<file path="config.mk">
export PLATFORM = sky130hd
export DESIGN_NAME = fca_accum
export DESIGN_NICKNAME = d
export VERILOG_FILES = /design/src/rtl/core/fca_pkg.sv /design/src/rtl/core/fca_accum.sv
export SDC_FILE = /design/constraint.sdc
export NUM_CORES = 2
export LEC_CHECK = 0
export ABC_CLOCK_PERIOD_IN_PS = 5150
export BUFFER_PORTS_ARGS = -buffer_cell sky130_fd_sc_hd__buf_2
export CAP_MARGIN = 25
export CORE_MARGIN = 2
export CORE_UTILIZATION = 48
export DETAILED_ROUTE_END_ITERATION = 8
export HOLD_SLACK_MARGIN = 0.05
export RECOVER_POWER = 50
export SYNTH_ARGS = -nofsm -noshare
export SYNTH_HDL_FRONTEND = slang
export SYNTH_SLANG_ARGS = --single-unit
</file>
<file path="constraint.sdc">
create_clock -name clk_i -period 5.15 [get_ports clk_i]
set_input_delay 0 -clock clk_i [delete_from_list [all_inputs] [get_ports clk_i]]
set_output_delay 0 -clock clk_i [all_outputs]
set_load 0.02 [all_outputs]
</file>
<file path="src/rtl/core/fca_pkg.sv">
`default_nettype none

package fca_pkg;

  // Rotation unit: number of iterations and internal word sizes.
  localparam int CORDIC_STEPS = 20;
  localparam int CW = 34;
  localparam int ZW = 32;

  typedef logic signed [ZW-1:0] arc_t;

  // Start amplitude 1/K in Q30.
  localparam logic signed [CW-1:0] CORDIC_GAIN_INV = 34'sd652032874;

  // Rotation angles atan(2^-i) in units of 2^-32 turn.
  localparam arc_t ARC_TABLE [CORDIC_STEPS] = '{
    32'sh20000000, 32'sh12E4051E, 32'sh09FB385B, 32'sh051111D4, 32'sh028B0D43,
    32'sh0145D7E1, 32'sh00A2F61E, 32'sh00517C55, 32'sh0028BE53, 32'sh00145F2F,
    32'sh000A2F98, 32'sh000517CC, 32'sh00028BE6, 32'sh000145F3, 32'sh0000A2FA,
    32'sh0000517D, 32'sh000028BE, 32'sh0000145F, 32'sh00000A30, 32'sh00000518
  };

  // Configuration port.
  localparam int CFG_IDX_W  = 2;
  localparam int CFG_DATA_W = 12;
  localparam int HARMONIC_W = 12;
  localparam int LENGTH_W   = 4;
  localparam int CHANNEL_W  = 3;

  localparam logic [CFG_IDX_W-1:0] CFG_HARMONIC_INDEX = 2'd0;
  localparam logic [CFG_IDX_W-1:0] CFG_LENGTH_LOG2    = 2'd1;
  localparam logic [CFG_IDX_W-1:0] CFG_CHANNEL_SELECT = 2'd2;

  // Result fields.
  localparam int COEFF_W = 32;
  localparam int MEAN_W  = 16;

  // Per-item control that travels with the pipeline.
  typedef struct packed {
    logic valid;
    logic last;
  } fca_ctl_t;

endpackage

`default_nettype wire

</file>
<file path="src/rtl/core/fca_accum.sv">
`default_nettype none

module fca_accum
  import fca_pkg::*;
#(
  parameter int MAX_LENGTH_LOG2 = 12,
  parameter int SAMPLE_WIDTH    = 16,
  parameter int TWIDDLE_WIDTH   = 16
) (
  input  wire                                      clk_i,
  input  wire                                      rst_ni,
  input  wire                                      adv_i,
  input  wire fca_ctl_t                            ctl_i,
  input  wire logic signed [SAMPLE_WIDTH-1:0]      sample_i,
  input  wire logic signed [TWIDDLE_WIDTH-1:0]     cos_i,
  input  wire logic signed [TWIDDLE_WIDTH-1:0]     sin_i,
  input  wire                                      fin_take_i,
  output logic                                     hold_o,
  output logic                                     fin_valid_o,
  output logic signed [SAMPLE_WIDTH+TWIDDLE_WIDTH+MAX_LENGTH_LOG2-1:0] fin_cos_o,
  output logic signed [SAMPLE_WIDTH+TWIDDLE_WIDTH+MAX_LENGTH_LOG2-1:0] fin_sin_o,
  output logic signed [SAMPLE_WIDTH+MAX_LENGTH_LOG2:0]                 fin_plain_o
);

  localparam int PW   = SAMPLE_WIDTH + TWIDDLE_WIDTH;
  localparam int AW   = PW + MAX_LENGTH_LOG2;
  localparam int PS_W = SAMPLE_WIDTH + MAX_LENGTH_LOG2 + 1;

  fca_ctl_t                       pctl_q;
  logic signed [PW-1:0]           pc_q, ps_q;
  logic signed [SAMPLE_WIDTH-1:0] px_q;

  logic signed [AW-1:0]   cos_sum_q, cos_sum_d, sin_sum_q, sin_sum_d;
  logic signed [AW-1:0]   fin_cos_q, fin_sin_q;
  logic signed [PS_W-1:0] plain_sum_q, plain_sum_d, fin_plain_q;
  logic                   fin_valid_q, load;

  // Product register between the multipliers and the accumulators.
  always_ff @(posedge clk_i or negedge rst_ni) begin
    if (!rst_ni) begin
      pctl_q <= '0;
    end else if (adv_i) begin
      pctl_q <= ctl_i;
    end
  end

  always_ff @(posedge clk_i) begin
    if (adv_i) begin
      pc_q <= PW'(sample_i) * PW'(cos_i);
      ps_q <= PW'(sample_i) * PW'(sin_i);
      px_q <= sample_i;
    end
  end

  // A frame's last beat cannot leave while the previous frame's sums still wait.
  assign hold_o = pctl_q.valid && pctl_q.last && fin_valid_q && !fin_take_i;
  assign load   = adv_i && pctl_q.valid && pctl_q.last;

  assign cos_sum_d   = cos_sum_q + AW'(pc_q);
  assign sin_sum_d   = sin_sum_q + AW'(ps_q);
  assign plain_sum_d = plain_sum_q + PS_W'(px_q);

  always_ff @(posedge clk_i or negedge rst_ni) begin
    if (!rst_ni) begin
      cos_sum_q   <= '0;
      sin_sum_q   <= '0;
      plain_sum_q <= '0;
      fin_valid_q <= 1'b0;
    end else begin
      if (adv_i && pctl_q.valid) begin
        if (pctl_q.last) begin
          cos_sum_q   <= '0;
          sin_sum_q   <= '0;
          plain_sum_q <= '0;
        end else begin
          cos_sum_q   <= cos_sum_d;
          sin_sum_q   <= sin_sum_d;
          plain_sum_q <= plain_sum_d;
        end
      end
      fin_valid_q <= load || (fin_valid_q && !fin_take_i);
    end
  end

  always_ff @(posedge clk_i) begin
    if (load) begin
      fin_cos_q   <= cos_sum_d;
      fin_sin_q   <= sin_sum_d;
      fin_plain_q <= plain_sum_d;
    end
  end

  assign fin_valid_o = fin_valid_q;
  assign fin_cos_o   = fin_cos_q;
  assign fin_sin_o   = fin_sin_q;
  assign fin_plain_o = fin_plain_q;

endmodule

`default_nettype wire

</file>
==> reports/results.tsv <==
metric	value	unit
fraction of registers with async set/reset	37.9	%
initial antenna violation count	0	
clock tree from TritonCTS	yes	
Final Wtd Congestion	0.911	
starting density of the core	48.6	%
actual transition at the worst max-transition pin	3.24	ns
sum of negative setup slack	-0.162	ns
critical path arrival	5.50	ns
CTS Root Cell	clkbuf_16	
number of sinks driven by the clock tree	317	
Initial DRT Pass Iterations	8	
kind of path behind the tightest hold check	in2reg	
Clock Path Buffers	3	
final std cells w/o fill	4898	
first-pass GRT wire length	142000	um
area added between synthesis and finish	18.9	%
port bufs	172	
Synth Area per Inst	10.3	um2
routed wirelength normalized by instance count	17.6	um
critical path endpoint	pc_q[31]$_DFFE_PP_	
fraction of final layout cells sized beyond drive strength 1	15.8	%
Layout Skew	0.0166	ns
clock buffers created by TritonCTS	37	
number of ports placed on the die boundary	173	
run status	complete, but fails checks	
Overflow after GRT	0	
nets	4772	
post-detail-place hpwl	68300	um
worst relative slew slack	-116	%
Synth Flop Type	edfxtp_1	
x dimension of the die	276	um
initial drt markers	1610	
max-cap violation count	5	
reg-to-reg slack, setup	1.26	ns
dpl ws	-0.986	ns
most common cell after layout, fill and taps aside	inv_1	
most used cells in the layout excluding fill and tap cells	inv_1, fa_1, buf_4, nand2_1, ha_1	
overall via count from detail_route	26100	
number of failing hold endpoints at the final stage	0	
Post-synth EDFFs	197	
post-layout util	57.7	%
instance count after placement with tap cells included	4773	
Post-Synthesis Cell Area	35400	um2
Final Critical Period	5.23	ns
Critical path origin	sample_i[11]	
via density per instance	5.32	
total DRC errors in the routed layout	0	
Detailed Route WL	86100	um
final setup margin	-0.0801	ns
Synthesized Nets	4293	
area of the core region	73000	um2
clock input transition at the sequential cells of the worst setup and hold paths	0.06	ns
endpoint of the worst register-to-register path	cos_sum_q[42]$_DFFE_PN0P_	
FF-to-FF path depth	13	
unrepaired setup endpoints after global routing	yes	
later-pin clock latency in the skew report	0.55	ns
number of H-tree levels	2	
storage element area	8920	um2
crit path capture type	flop	
cell count after synthesis	3434	
overall track demand over capacity in global routing	23.3	%
number of max-slew violations in the final report	191	
Final ANT Viol Nets	0	
Setup-failing EPs final	4	
post-synth cell types	78	
largest net degree at the start of global routing	73	
vias in the first global route	28000	
violated checks	capacitance limit, slew limit, setup timing	
area taken by multi-input logic gates	24400	um2
overall die area	76000	um2
count of inserted antenna diode cells	0	
Yosys warning count	0	
reg-to-reg critical path startpoint	cos_sum_q[0]$_DFFE_PN0P_	
start-to-end type of the worst setup path	in2reg	
biggest fanout along the worst timing path	9	
fin crit share	102	%
Yosys reg bits	317	
row count	99	
Die Ht	276	um
WP data required	5.42	ns
element type at the critical path start	input pin	
proportion of synthesized chip area in sequential cells	25.2	%
FILL cells	6338	
achievable frequency	0.191	GHz
Yosys cell counts, types with 3 or more instances:
| master | number | area, um2 |
|---|---|---|
| inv_1 | 600 | 2250 |
| fa_1 | 527 | 10600 |
| nand2_1 | 335 | 1260 |
| ha_1 | 278 | 3480 |
| and2_1 | 251 | 1570 |
| edfxtp_1 | 197 | 5920 |
| xnor2_1 | 128 | 1120 |
| a21oi_1 | 127 | 636 |
| dfrtp_1 | 120 | 3000 |
| nor2_1 | 113 | 424 |
| clkbuf_1 | 109 | 409 |
| a21o_1 | 98 | 736 |
| a22o_1 | 98 | 858 |
| o21ai_0 | 67 | 335 |
| xor2_1 | 51 | 447 |
| nand2b_1 | 35 | 219 |
| o21ai_1 | 31 | 155 |
| o21bai_1 | 24 | 180 |
| nand3_1 | 22 | 110 |
| nand4_1 | 22 | 138 |
| nor3_1 | 20 | 100 |
| a211oi_1 | 18 | 135 |
| o21a_1 | 18 | 135 |
| a31oi_1 | 15 | 93.8 |
| nor2b_1 | 11 | 68.8 |
| and3_1 | 10 | 62.6 |
| o211ai_1 | 9 | 67.6 |
| buf_2 | 7 | 35.0 |
| o31ai_1 | 7 | 52.6 |
| or3_1 | 6 | 37.5 |
| a21oi_2 | 5 | 43.8 |
| a211o_1 | 4 | 35.0 |
| a221oi_1 | 4 | 35.0 |
| and4_1 | 4 | 35.0 |
| buf_1 | 4 | 15.0 |
| a211oi_2 | 3 | 37.5 |
| a311oi_1 | 3 | 26.3 |
| nor4_1 | 3 | 18.8 |
per-stage QoR:
step	area, um2	hold slack (ns)
6_report	42100	0.148
5_1_grt	42100	0.130
4_1_cts	41800	0.0592
3_5_place_dp	40000	0.0179
3_3_place_gp	40000	0.0153
2_1_floorplan	36000	-0.296
worst min-delay path by stage:
stage | start | endpoint | depth (start not counted)
final | sample_i[14] | px_q[14]$_DFFE_PP_ | 5
after global routing | sample_i[14] | px_q[14]$_DFFE_PP_ | 5
after CTS | sample_i[1] | px_q[1]$_DFFE_PP_ | 2
after detailed placement | rst_ni | sin_sum_q[39]$_DFFE_PN0P_ | 1
after global placement | rst_ni | sin_sum_q[4]$_DFFE_PN0P_ | 1
after floorplan | rst_ni | cos_sum_q[0]$_DFFE_PN0P_ | 0
repair_timing:
action                     CTS  global route
setup endpoints to repair   17            17
resized for setup           84           102
pin swaps                   57            47
buffers inserted            18            14
cloned                       1             3
hold endpoints to repair    98             1
hold buffers                25             1
logic make-up after synthesis:
family                     Yosys count  share of synthesized area, %
DFF                                317                          25.2
buffers and inverters              721                          7.68
AOI/OAI and AO/OA                  568                          11.4
adders and majority gates          805                          39.6
and+or+nand+nor                    840                          11.6
xor gates and xnor gates           180                          4.47
muxes                                3                        0.0918
state kept, by name, summed over array words and instances (netlist names):
signal	flops
fin_valid_o	1
ps_q	32
plain_sum_q	29
sin_sum_q	44
fin_cos_o	44
pctl_q	2
pc_q	32
fin_sin_o	44
px_q	16
cos_sum_q	44
fin_plain_o	29
per-layer routing:
metal	vias up	track usage [%]	part of all wire, %
li1	12100	-	-
met1	13300	32.6	45
met2	664	38.9	47
met3	102	2.74	5.5
met4	0	5.48	1.9
met5	-	0	0
cell type report:
cell class / count / share of cell area, %
well taps: 959 / 2.85
inverters: 600 / 5.35
flip-flops and latches: 317 / 21.2
clock buffers: 54 / 2.55
repair buffers: 561 / 9.92
clock inverters: 11 / 0.264
multi-input cells: 2396 / 57.9
critical path, stage by stage:
cell and delay [ns]:
buf_6 0.13, buf_4 0.16, and2_4 0.15, fa_1 0.51, inv_2 0.04, fa_1 0.48, fa_1 0.50, inv_1 0.05
fa_1 0.48, fa_1 0.50, inv_1 0.05, fa_1 0.47, inv_1 0.06, ha_4 0.24, a21o_1 0.14, a21o_1 0.19
nand3_2 0.09, nand2_2 0.06, o31ai_4 0.26, a21boi_2 0.11, a2111o_1 0.39, a31o_1 0.19, a21oi_2 0.14, xnor2_1 0.09
Power is not shown: default switching activity piles up to over one toggle a cycle in this logic, so the estimate is an artifact.
